$ cat config.mk
export PLATFORM = sky130hd
export DESIGN_NAME = dc_motor_speed_loop_with_reversal_top
export DESIGN_NICKNAME = d
export VERILOG_FILES = /design/src/hw/rtl/dcmsl_pkg.sv /design/src/hw/rtl/dc_motor_speed_loop_with_reversal_top.sv
export SDC_FILE = /design/constraint.sdc
export NUM_CORES = 2
export LEC_CHECK = 0
export BUFFER_PORTS_ARGS = -buffer_cell sky130_fd_sc_hd__buf_2
export CAP_MARGIN = 10
export CORE_MARGIN = 2
export CORE_UTILIZATION = 30
export CTS_BUF_LIST = sky130_fd_sc_hd__clkbuf_16
export DETAILED_ROUTE_END_ITERATION = 10
export PLACE_DENSITY = 0.42
export SLEW_MARGIN = 10
export SYNTH_ARGS = -nofsm -noshare
export SYNTH_HDL_FRONTEND = slang
export SYNTH_SLANG_ARGS = --single-unit
$ cat constraint.sdc
create_clock -name i_clk -period 19.9 [get_ports i_clk]
set_clock_uncertainty 0.1 [all_clocks]
set_input_delay 3.98 -clock i_clk [delete_from_list [all_inputs] [get_ports i_clk]]
set_output_delay 3.98 -clock i_clk [all_outputs]
set_load 0.005 [all_outputs]
$ cat src/hw/rtl/dcmsl_pkg.sv
`timescale 1ns / 1ps
`default_nettype none

package dcmsl_pkg;

    // Field widths
    localparam int KNOB_W  = 12;
    localparam int COUNT_W = 32;
    localparam int DUTY_W  = 12;
    localparam int RPM_W   = 16;
    localparam int ERR_W   = 17;
    localparam int GAIN_W  = 8;

    localparam int IN_DATA_W  = 48;
    localparam int OUT_DATA_W = 104;

    localparam int APB_ADDR_W = 4;
    localparam int APB_DATA_W = 32;

    // Register indexes (byte address / 4)
    localparam logic [1:0] REG_MAX_RPM  = 2'd0;
    localparam logic [1:0] REG_GAIN     = 2'd1;
    localparam logic [1:0] REG_DECEL    = 2'd2;
    localparam logic [1:0] REG_DEADZONE = 2'd3;

    // Register reset values
    localparam logic [11:0] MAX_RPM_RST  = 12'd150;
    localparam logic [7:0]  GAIN_RST     = 8'd5;
    localparam logic [11:0] DECEL_RST    = 12'd600;
    localparam logic [11:0] DEADZONE_RST = 12'd100;

    localparam logic [DUTY_W-1:0] DUTY_MAX = 12'd4095;

    // Knob full scale; the quotient correction subtracts this
    localparam logic [12:0] KNOB_FULL = 13'd4095;

    // rpm = delta*120/410 = (delta*12)/41, done as (delta*12)*RPM_RECIP >> RPM_SHIFT.
    // Exact for delta*12 below 2^28/31, which covers every unsaturated delta.
    localparam logic [23:0] RPM_RECIP = 24'd6547207;
    localparam int          RPM_SHIFT = 28;
    // Smallest delta whose rpm exceeds 65535
    localparam logic [COUNT_W-1:0] DELTA_SAT = 32'd223915;

    // Run mode state, one-hot; the result carries the 2-bit mode code
    typedef enum logic [2:0] {
        MODE_READY = 3'b001,
        MODE_DECEL = 3'b010,
        MODE_WAIT  = 3'b100
    } t_mode;

    localparam logic [1:0] MODE_CODE_READY = 2'd0;
    localparam logic [1:0] MODE_CODE_DECEL = 2'd1;
    localparam logic [1:0] MODE_CODE_WAIT  = 2'd2;

    // Map the run mode to its result code
    function automatic logic [1:0] mode_code(input t_mode m);
        logic [1:0] c;
        c = MODE_CODE_READY;
        unique case (m)
            MODE_READY: c = MODE_CODE_READY;
            MODE_DECEL: c = MODE_CODE_DECEL;
            MODE_WAIT:  c = MODE_CODE_WAIT;
            default:    c = MODE_CODE_READY;
        endcase
        return c;
    endfunction

    // Multiplier operand selection
    typedef enum logic [1:0] {
        MS_NONE   = 2'd0,
        MS_TARGET = 2'd1,
        MS_RPM    = 2'd2,
        MS_GAIN   = 2'd3
    } t_mul_sel;

    // Datapath operation
    typedef enum logic [2:0] {
        OP_DELTA  = 3'd0,
        OP_SPLIT  = 3'd1,
        OP_FIX    = 3'd2,
        OP_TARGET = 3'd3,
        OP_RPM    = 3'd4,
        OP_ERR    = 3'd5,
        OP_NOP    = 3'd6,
        OP_UPDATE = 3'd7
    } t_alu_op;

    // Sequencing
    typedef enum logic [1:0] {
        J_NEXT   = 2'd0,
        J_REM_GE = 2'd1,
        J_DONE   = 2'd2
    } t_jmp;

    typedef logic [2:0] t_step;

    typedef struct packed {
        t_mul_sel mul_sel;
        t_alu_op  alu_op;
        t_jmp     jmp;
        t_step    jmp_to;
    } t_uop;

    // Program step numbers
    localparam t_step ST_TMUL   = 3'd0;
    localparam t_step ST_SPLIT  = 3'd1;
    localparam t_step ST_FIX    = 3'd2;
    localparam t_step ST_RMUL   = 3'd3;
    localparam t_step ST_RPM    = 3'd4;
    localparam t_step ST_ERR    = 3'd5;
    localparam t_step ST_EMUL   = 3'd6;
    localparam t_step ST_UPDATE = 3'd7;

    // Control store: one word per step
    function automatic t_uop uop_rom(input t_step step);
        t_uop u;
        u = '{mul_sel: MS_NONE, alu_op: OP_NOP, jmp: J_NEXT, jmp_to: ST_TMUL};
        unique case (step)
            ST_TMUL:   u = '{mul_sel: MS_TARGET, alu_op: OP_DELTA,  jmp: J_NEXT,
                             jmp_to: ST_TMUL};
            ST_SPLIT:  u = '{mul_sel: MS_NONE,   alu_op: OP_SPLIT,  jmp: J_NEXT,
                             jmp_to: ST_TMUL};
            ST_FIX:    u = '{mul_sel: MS_NONE,   alu_op: OP_FIX,    jmp: J_REM_GE,
                             jmp_to: ST_FIX};
            ST_RMUL:   u = '{mul_sel: MS_RPM,    alu_op: OP_TARGET, jmp: J_NEXT,
                             jmp_to: ST_TMUL};
            ST_RPM:    u = '{mul_sel: MS_NONE,   alu_op: OP_RPM,    jmp: J_NEXT,
                             jmp_to: ST_TMUL};
            ST_ERR:    u = '{mul_sel: MS_NONE,   alu_op: OP_ERR,    jmp: J_NEXT,
                             jmp_to: ST_TMUL};
            ST_EMUL:   u = '{mul_sel: MS_GAIN,   alu_op: OP_NOP,    jmp: J_NEXT,
                             jmp_to: ST_TMUL};
            ST_UPDATE: u = '{mul_sel: MS_NONE,   alu_op: OP_UPDATE, jmp: J_DONE,
                             jmp_to: ST_TMUL};
            default:   u = '{mul_sel: MS_NONE,   alu_op: OP_NOP,    jmp: J_NEXT,
                             jmp_to: ST_TMUL};
        endcase
        return u;
    endfunction

endpackage

`default_nettype wire

$ cat src/hw/rtl/dc_motor_speed_loop_with_reversal_top.sv
// Speed loop for a DC motor with a safe reversal ramp. Each input item is one
// control tick carrying a knob sample, the requested direction and the
// free-running encoder count; each tick yields exactly one result item with
// both half-bridge duties, target and measured rpm, the speed error, the run
// mode, the driven direction and the pulses seen since the previous tick.
// One tick is processed at a time by an eight-step microprogram sharing one
// 25x25 multiplier: the quotient correction for the knob scaling repeats its
// step while the remainder is at least full scale, and the last step holds
// while the previous result still waits on the output. The block is ready for
// the next tick in the cycle after the result is loaded, even while
// that result still waits on the output. The four registers (full-scale rpm,
// loop gain, reversal ramp step, knob dead zone) sit at byte addresses
// 0x0, 0x4, 0x8 and 0xC and should be written only while the block is idle.
`timescale 1ns / 1ps
`default_nettype none

module dc_motor_speed_loop_with_reversal_top
    import dcmsl_pkg::*;
(
    input  wire logic                  i_clk,
    input  wire logic                  i_rst_n,
    // tick input
    input  wire logic                  s_axis_tvalid,
    output logic                       s_axis_tready,
    // [11:0] knob_sample, [12] direction_request, [44:13] pulse_count, [47:45] zero
    input  wire logic [IN_DATA_W-1:0]  s_axis_tdata,
    // result output
    output logic                       m_axis_tvalid,
    input  wire logic                  m_axis_tready,
    // [11:0] forward_duty, [23:12] reverse_duty, [35:24] target_speed,
    // [51:36] measured_speed, [68:52] speed_error, [70:69] mode_out,
    // [71] direction_out, [103:72] tick_pulses
    output logic [OUT_DATA_W-1:0]      m_axis_tdata,
    // configuration
    input  wire logic                  psel,
    input  wire logic                  penable,
    input  wire logic                  pwrite,
    input  wire logic [APB_ADDR_W-1:0] paddr,
    input  wire logic [APB_DATA_W-1:0] pwdata,
    output logic [APB_DATA_W-1:0]      prdata,
    output logic                       pready
);

    // Configuration registers
    logic [11:0]       r_max_rpm;
    logic [GAIN_W-1:0] r_gain;
    logic [11:0]       r_decel;
    logic [11:0]       r_deadzone;

    // Sequencer
    logic  r_busy;
    t_step r_step;
    t_step n_step;
    t_uop  uop;

    // Captured tick
    logic [KNOB_W-1:0]  r_knob;
    logic               r_req;
    logic [COUNT_W-1:0] r_count;

    // Datapath
    logic signed [49:0] r_prod;
    logic signed [49:0] n_prod;
    logic signed [24:0] mul_a;
    logic signed [24:0] mul_b;
    logic [COUNT_W-1:0] r_delta;
    logic [21:0]        r_x41;
    logic [11:0]        r_quot;
    logic [12:0]        r_rem;
    logic [KNOB_W-1:0]  r_target;
    logic [RPM_W-1:0]   r_rpm;
    logic signed [ERR_W-1:0] r_err;

    // Control state
    logic [DUTY_W-1:0]  r_level;
    t_mode              r_mode;
    logic               r_dir;
    logic [COUNT_W-1:0] r_prev;
    logic               r_started;

    logic [DUTY_W-1:0]  n_level;
    t_mode              n_mode;
    logic               n_dir;

    // Output register
    logic                  r_out_valid;
    logic [OUT_DATA_W-1:0] r_out_data;

    logic in_acc;
    logic out_free;
    logic rem_ge;
    logic finish;

    logic signed [26:0] upd_sum;
    logic               dir_eff;
    t_mode              mode_a;

    assign pready        = 1'b1;
    assign s_axis_tready = ~r_busy;
    assign m_axis_tvalid = r_out_valid;
    assign m_axis_tdata  = r_out_data;

    assign in_acc   = s_axis_tvalid & ~r_busy;
    assign out_free = ~r_out_valid | m_axis_tready;
    assign uop      = uop_rom(r_step);
    assign rem_ge   = (r_rem >= KNOB_FULL);
    assign finish   = r_busy & (uop.jmp == J_DONE) & out_free;

    // Register write
    always_ff @(posedge i_clk) begin
        if (!i_rst_n) begin
            r_max_rpm  <= MAX_RPM_RST;
            r_gain     <= GAIN_RST;
            r_decel    <= DECEL_RST;
            r_deadzone <= DEADZONE_RST;
        end else if (psel && penable && pwrite) begin
            unique case (paddr[3:2])
                REG_MAX_RPM:  r_max_rpm  <= pwdata[11:0];
                REG_GAIN:     r_gain     <= pwdata[GAIN_W-1:0];
                REG_DECEL:    r_decel    <= pwdata[11:0];
                REG_DEADZONE: r_deadzone <= pwdata[11:0];
                default:      r_max_rpm  <= r_max_rpm;
            endcase
        end
    end

    // Register read
    always_comb begin
        unique case (paddr[3:2])
            REG_MAX_RPM:  prdata = {20'd0, r_max_rpm};
            REG_GAIN:     prdata = {24'd0, r_gain};
            REG_DECEL:    prdata = {20'd0, r_decel};
            REG_DEADZONE: prdata = {20'd0, r_deadzone};
            default:      prdata = '0;
        endcase
    end

    // Next step: advance, loop on the quotient fix, hold at the end for the output slot
    always_comb begin
        n_step = r_step;
        unique case (uop.jmp)
            J_NEXT:   n_step = r_step + 3'd1;
            J_REM_GE: n_step = rem_ge ? uop.jmp_to : r_step + 3'd1;
            J_DONE:   n_step = out_free ? ST_TMUL : r_step;
            default:  n_step = r_step;
        endcase
    end

    always_ff @(posedge i_clk) begin
        if (!i_rst_n) begin
            r_busy <= 1'b0;
            r_step <= ST_TMUL;
        end else if (!r_busy) begin
            if (in_acc) begin
                r_busy <= 1'b1;
                r_step <= ST_TMUL;
            end
        end else begin
            r_step <= n_step;
            if (finish) begin
                r_busy <= 1'b0;
            end
        end
    end

    // Capture the tick
    always_ff @(posedge i_clk) begin
        if (in_acc) begin
            r_knob  <= s_axis_tdata[11:0];
            r_req   <= s_axis_tdata[12];
            r_count <= s_axis_tdata[44:13];
        end
    end

    // Shared multiplier operands
    always_comb begin
        mul_a = '0;
        mul_b = '0;
        unique case (uop.mul_sel)
            MS_TARGET: begin
                mul_a = {13'd0, r_knob};
                mul_b = {13'd0, r_max_rpm};
            end
            MS_RPM: begin
                mul_a = {3'd0, r_x41};
                mul_b = {1'b0, RPM_RECIP};
            end
            MS_GAIN: begin
                mul_a = {{(25-ERR_W){r_err[ERR_W-1]}}, r_err};
                mul_b = {17'd0, r_gain};
            end
            default: begin
                mul_a = '0;
                mul_b = '0;
            end
        endcase
    end

    assign n_prod = mul_a * mul_b;

    always_ff @(posedge i_clk) begin
        if (r_busy && uop.mul_sel != MS_NONE) begin
            r_prod <= n_prod;
        end
    end

    // Control update for the last step
    assign upd_sum = $signed({15'd0, r_level}) + $signed(r_prod[26:0]);
    assign dir_eff = r_started ? r_dir : r_req;
    assign mode_a  = (r_mode == MODE_READY) ? MODE_DECEL : r_mode;

    always_comb begin
        n_level = r_level;
        n_mode  = r_mode;
        n_dir   = dir_eff;
        if (r_req != dir_eff) begin
            if (mode_a == MODE_DECEL) begin
                if (r_level > r_decel) begin
                    n_level = r_level - r_decel;
                    n_mode  = MODE_DECEL;
                end else begin
                    n_level = '0;
                    n_mode  = MODE_WAIT;
                end
            end else begin
                n_level = '0;
                n_mode  = mode_a;
                if (r_delta == '0) begin
                    n_dir  = r_req;
                    n_mode = MODE_READY;
                end
            end
        end else begin
            n_mode = MODE_READY;
            if (r_target == '0) begin
                n_level = '0;
            end else if (upd_sum < 0) begin
                n_level = '0;
            end else if (upd_sum > $signed({15'd0, DUTY_MAX})) begin
                n_level = DUTY_MAX;
            end else begin
                n_level = upd_sum[DUTY_W-1:0];
            end
        end
    end

    // Datapath operations
    always_ff @(posedge i_clk) begin
        if (r_busy) begin
            unique case (uop.alu_op)
                OP_DELTA: begin
                    r_delta <= r_count - r_prev;
                end
                OP_SPLIT: begin
                    // x/4096 undershoots x/4095 by at most one
                    r_quot <= r_prod[23:12];
                    r_rem  <= {1'b0, r_prod[11:0]} + {1'b0, r_prod[23:12]};
                    r_x41  <= {r_delta[17:0], 3'd0} + {1'b0, r_delta[17:0], 2'd0};
                end
                OP_FIX: begin
                    if (rem_ge) begin
                        r_rem  <= r_rem - KNOB_FULL;
                        r_quot <= r_quot + 12'd1;
                    end
                end
                OP_TARGET: begin
                    r_target <= (r_knob >= r_deadzone) ? r_quot : '0;
                end
                OP_RPM: begin
                    r_rpm <= (r_delta >= DELTA_SAT) ? '1
                           : r_prod[RPM_SHIFT+RPM_W-1:RPM_SHIFT];
                end
                OP_ERR: begin
                    r_err <= $signed({5'd0, r_target}) - $signed({1'b0, r_rpm});
                end
                OP_NOP: begin
                    r_rem <= r_rem;
                end
                OP_UPDATE: begin
                    r_rem <= r_rem;
                end
                default: begin
                    r_rem <= r_rem;
                end
            endcase
        end
    end

    // Control state
    always_ff @(posedge i_clk) begin
        if (!i_rst_n) begin
            r_level   <= '0;
            r_mode    <= MODE_READY;
            r_dir     <= 1'b1;
            r_prev    <= '0;
            r_started <= 1'b0;
        end else if (r_busy) begin
            if (uop.alu_op == OP_DELTA) begin
                r_prev <= r_count;
            end
            if (finish) begin
                r_level   <= n_level;
                r_mode    <= n_mode;
                r_dir     <= n_dir;
                r_started <= 1'b1;
            end
        end
    end

    // Result register
    always_ff @(posedge i_clk) begin
        if (!i_rst_n) begin
            r_out_valid <= 1'b0;
        end else if (finish) begin
            r_out_valid <= 1'b1;
        end else if (m_axis_tready) begin
            r_out_valid <= 1'b0;
        end
    end

    always_ff @(posedge i_clk) begin
        if (finish) begin
            r_out_data <= {r_delta, n_dir, mode_code(n_mode), r_err, r_rpm, r_target,
                           n_dir ? {DUTY_W{1'b0}} : n_level,
                           n_dir ? n_level : {DUTY_W{1'b0}}};
        end
    end

endmodule

`default_nettype wire

==> impl_summary.log <==
INFO  metric antenna_violations_before_repair = 9
INFO  metric detailed_place_hpwl = 84.1 mm
INFO  metric detail-route-antenna-nets = 0
INFO  metric cts.htree.levels = 2
INFO  metric post-route-drc-count = 0
INFO  metric status = completed
INFO  metric fmax = 104 MHz
INFO  metric critical_path_arrival = 9.88 ns
INFO  metric post_cts_resized = 0
INFO  metric drive_gt1_share = 9.46%
INFO  metric die_width = 354 um
INFO  metric finalMaxSlewViolations = 0
INFO  metric yosysUniqueCellTypes = 76
INFO  metric rows = 128
INFO  metric total_leakage_power = 19.1 nW
INFO  metric area.growth.synth_to_final = 12.7%
INFO  metric regToRegSetupSlack = 10.29 ns
INFO  metric overflow = 0
INFO  metric yosys.area_share.xor_xnor = 3.53%
INFO  metric cts_root_buf = clkbuf_16
INFO  metric final.period_utilization = 48.3%
INFO  metric wl_per_cell = 18.7 um
INFO  metric holdWs = 0.340 ns
INFO  metric first_global_vias = 25.6k
INFO  metric floorplan.die_area = 125000 um2
INFO  metric effective_utilization_at_floorplan = 30.2%
INFO  metric die_height = 354 um
INFO  metric asyncSetResetFlopFracSynth = 0%
INFO  metric setup.worst_path.end_class = register
INFO  metric cts_hold_buffers = 0
INFO  metric power-per-cell-area = 80.7 nW/um2
INFO  metric timing.final.crit_period = 9.61 ns
INFO  metric insertion_delay = 0.64 ns
INFO  metric timing.setup.critical_path_class = register to register
INFO  metric worst_min_delay_path_class = register to register
INFO  metric cts-buffers-inserted = 51
INFO  metric synth.yosys.seq_area_share = 31.4%
INFO  metric clkTransAtPathRegs = 0.07 ns
INFO  metric finalNetCount = 4686
INFO  metric cts_buffer_depth = 3
INFO  metric finalNonFillerCells = 5540
INFO  metric synth-simple-area-share = 11.9%
INFO  metric grt.total_usage = 16.6%
INFO  metric post_synth_instance_area = 36800 um2
INFO  metric max_cap_violations = 0
INFO  metric report.final.hold_viol_count = 0
INFO  metric port_buffers = 183
INFO  metric required_worst_endpoint = 20.17 ns
INFO  metric vias = 24.9k
INFO  metric detail_route.wirelength = 103 mm
INFO  metric placeableCoreArea = 122000 um2
INFO  metric syn-instance-count = 3660
INFO  metric drt_pass1_iterations = 7
INFO  metric gpl.final_weighted_congestion = 0.848
INFO  metric grt_max_degree = 67
INFO  metric synth_area_per_cell = 10.0 um2
INFO  metric worst_setup_path_start_kind = register
INFO  metric synth-compound-area-share = 9.15%
INFO  metric synth-adder-area-share = 33.4%
INFO  metric place_inst = 5441
INFO  metric ir_drop = 0.0882 mV
INFO  metric grt_setup_unrepaired = false
INFO  metric numClockSinks = 419
INFO  metric synth_edf_count = 314
INFO  metric tritoncts = done
INFO  metric grt_first_pass_wirelength = 158 mm
INFO  metric drt_iter0_markers = 1439
INFO  metric finalSetupViolations = 0
INFO  metric total_power_consumption = 0.00334 W
INFO  metric vias_per_cell = 4.49
INFO  metric synthesis.yosys.warnings = 0
INFO  metric worst_slew_margin_rel = 15.6%
INFO  metric worst_slew_pin_slew = 1.27 ns
INFO  metric number_of_post_cts_setup_repair_buffers = 0
INFO  metric num_io_pins = 230
INFO  metric worstPathMaxFanout = 34
INFO  metric setup_tns = 0 ns
INFO  metric dominant_combinational_cell_family_by_area_after_synthesis = adder cells
INFO  metric seq_cells_post_synth = 419
INFO  metric yosys_most_used_dff = edfxtp_1
INFO  metric synth_mux_area_share = 1.53%
worst max-delay path, cell delays in order (launching register included):
cell	delay, ns
dfxtp_2	0.73
buf_4	0.46
nor2b_1	0.68
a21oi_1	0.52
nor2_1	0.28
fa_1	0.44
fa_1	0.52
inv_1	0.07
fa_1	0.56
fa_1	0.43
fa_1	0.49
inv_1	0.05
fa_1	0.52
inv_1	0.05
fa_1	0.54
inv_1	0.06
ha_1	0.34
o21ai_0	0.09
nor2_1	0.11
o41a_1	0.38
a41o_1	0.33
o211ai_1	0.44
a31oi_1	0.25
a221oi_1	0.53
inv_1	0.08
a21oi_1	0.18
xnor2_1	0.08
area by class of cell:
type / count / area (um2)
fill: 12600 / 80300
multi-input combinational: 2426 / 22200
clock inverter: 44 / 429
antenna: 3 / 7.51
timing repair buffer: 208 / 1110
sequential: 419 / 11500
clock buffer: 52 / 1300
inverter: 763 / 2860
tap: 1625 / 2030
layout by cell type (no fill, tap or decap), types with 24 or more instances in the layout:
master	synthesis	final
buf_2	2	182
a21boi_0	66	66
conb_1	2	54
clkbuf_16	0	52
xor2_1	43	43
inv_1	763	776
a21oi_1	141	137
and2_1	62	62
nand2_1	274	274
or2_2	31	31
mux2_2	24	24
nor2b_1	49	47
and3_1	38	38
edfxtp_1	314	314
dfxtp_1	105	103
xnor2_1	105	105
o21ai_0	102	102
nand2b_1	31	31
a21o_1	58	58
nor3_1	31	29
nor2_1	302	299
ha_1	301	301
buf_4	22	26
fa_1	425	425
nand3_1	58	58
cell families (layout without fill, tap and decap cells):
| logic type | Yosys count | count (layout) |
|---|---|---|
| fa+ha+maj | 726 | 726 |
| mux | 43 | 43 |
| simple gates | 941 | 941 |
| other cells | 2 | 57 |
| xor+xnor | 148 | 148 |
| buf+inv | 867 | 1067 |
| flops | 419 | 419 |
| compound gates | 514 | 514 |
power breakdown:
part           switching [W]  leakage (nW)  internal [W]
Combinational       0.000745          14.4      0.000511
Sequential         0.0000643          3.82       0.00106
Clock               0.000399         0.885      0.000567
Total                0.00121          19.1       0.00214
registers in the layout (all words and copies together), names as in the netlist, 13 cells and up:
register	cells
r_rpm	16
r_x41	20
m_axis_tdata	104
r_delta	32
r_prod	43
r_err	17
r_count	32
r_rem	13
r_prev	32
metrics by stage:
step / area [um2] / util, % / worst slack, ns
2_1_floorplan: 36900 / - / 10.53
3_5_place_dp: 39700 / 32.6 / 10.33
6_report: 41400 / 34.0 / 10.29
4_1_cts: 41400 / 34.0 / 10.26
3_3_place_gp: 39700 / 32.6 / 10.22
5_1_grt: 41400 / 34.0 / 9.78
Yosys cell counts (5+ instances only):
cell type / count / area, um2
nor3_1: 31 / 155
xor2_1: 43 / 377
edfxtp_1: 314 / 9430
nand2b_1: 31 / 194
a21oi_1: 141 / 706
o21a_1: 22 / 165
dfxtp_1: 105 / 2100
nor2_1: 302 / 1130
mux2i_1: 11 / 110
o211ai_1: 13 / 97.6
and4_1: 5 / 43.8
and3_1: 38 / 238
a21o_1: 58 / 435
xnor2_1: 105 / 920
mux4_2: 8 / 180
fa_1: 425 / 8510
clkbuf_1: 73 / 274
o41ai_1: 5 / 43.8
o221a_1: 5 / 56.3
inv_1: 763 / 2860
nor4_1: 10 / 62.6
ha_1: 301 / 3770
nand3_1: 58 / 290
o21bai_1: 12 / 90.1
buf_4: 22 / 165
nor2b_1: 49 / 307
a31oi_1: 11 / 68.8
a21boi_0: 66 / 495
or2_2: 31 / 194
nor3b_1: 7 / 52.6
or3_1: 14 / 87.6
a211oi_1: 14 / 105
o21ai_0: 102 / 510
and2_1: 62 / 388
nand2_1: 274 / 1030
mux2_2: 24 / 270
o22ai_1: 5 / 31.3
buf_1: 7 / 26.3
o21ai_1: 5 / 25.0
nand4_1: 20 / 125
o31a_1: 6 / 52.6
per-layer routing:
| metal | vias to the layer above | share of wire [%] | track usage (%) |
|---|---|---|---|
| met5 | - | 0.013 | 0 |
| met4 | 2 | 1.7 | 3.30 |
| met3 | 117 | 4.4 | 2.28 |
| met2 | 473 | 46 | 27.2 |
| met1 | 12100 | 48 | 23.3 |
| li1 | 12200 | - | - |
path summary, 6_finish.rpt:
kind | startpoint | to | cells past startpoint
worst min register to register | r_delta[25] | m_axis_tdata[97] | 0
worst max-delay path | uop[8] | r_prod[39] | 26
worst min-delay path | r_delta[25] | m_axis_tdata[97] | 0
worst max register to register | uop[8] | r_prod[39] | 26
(Power assumes the default switching activity.)
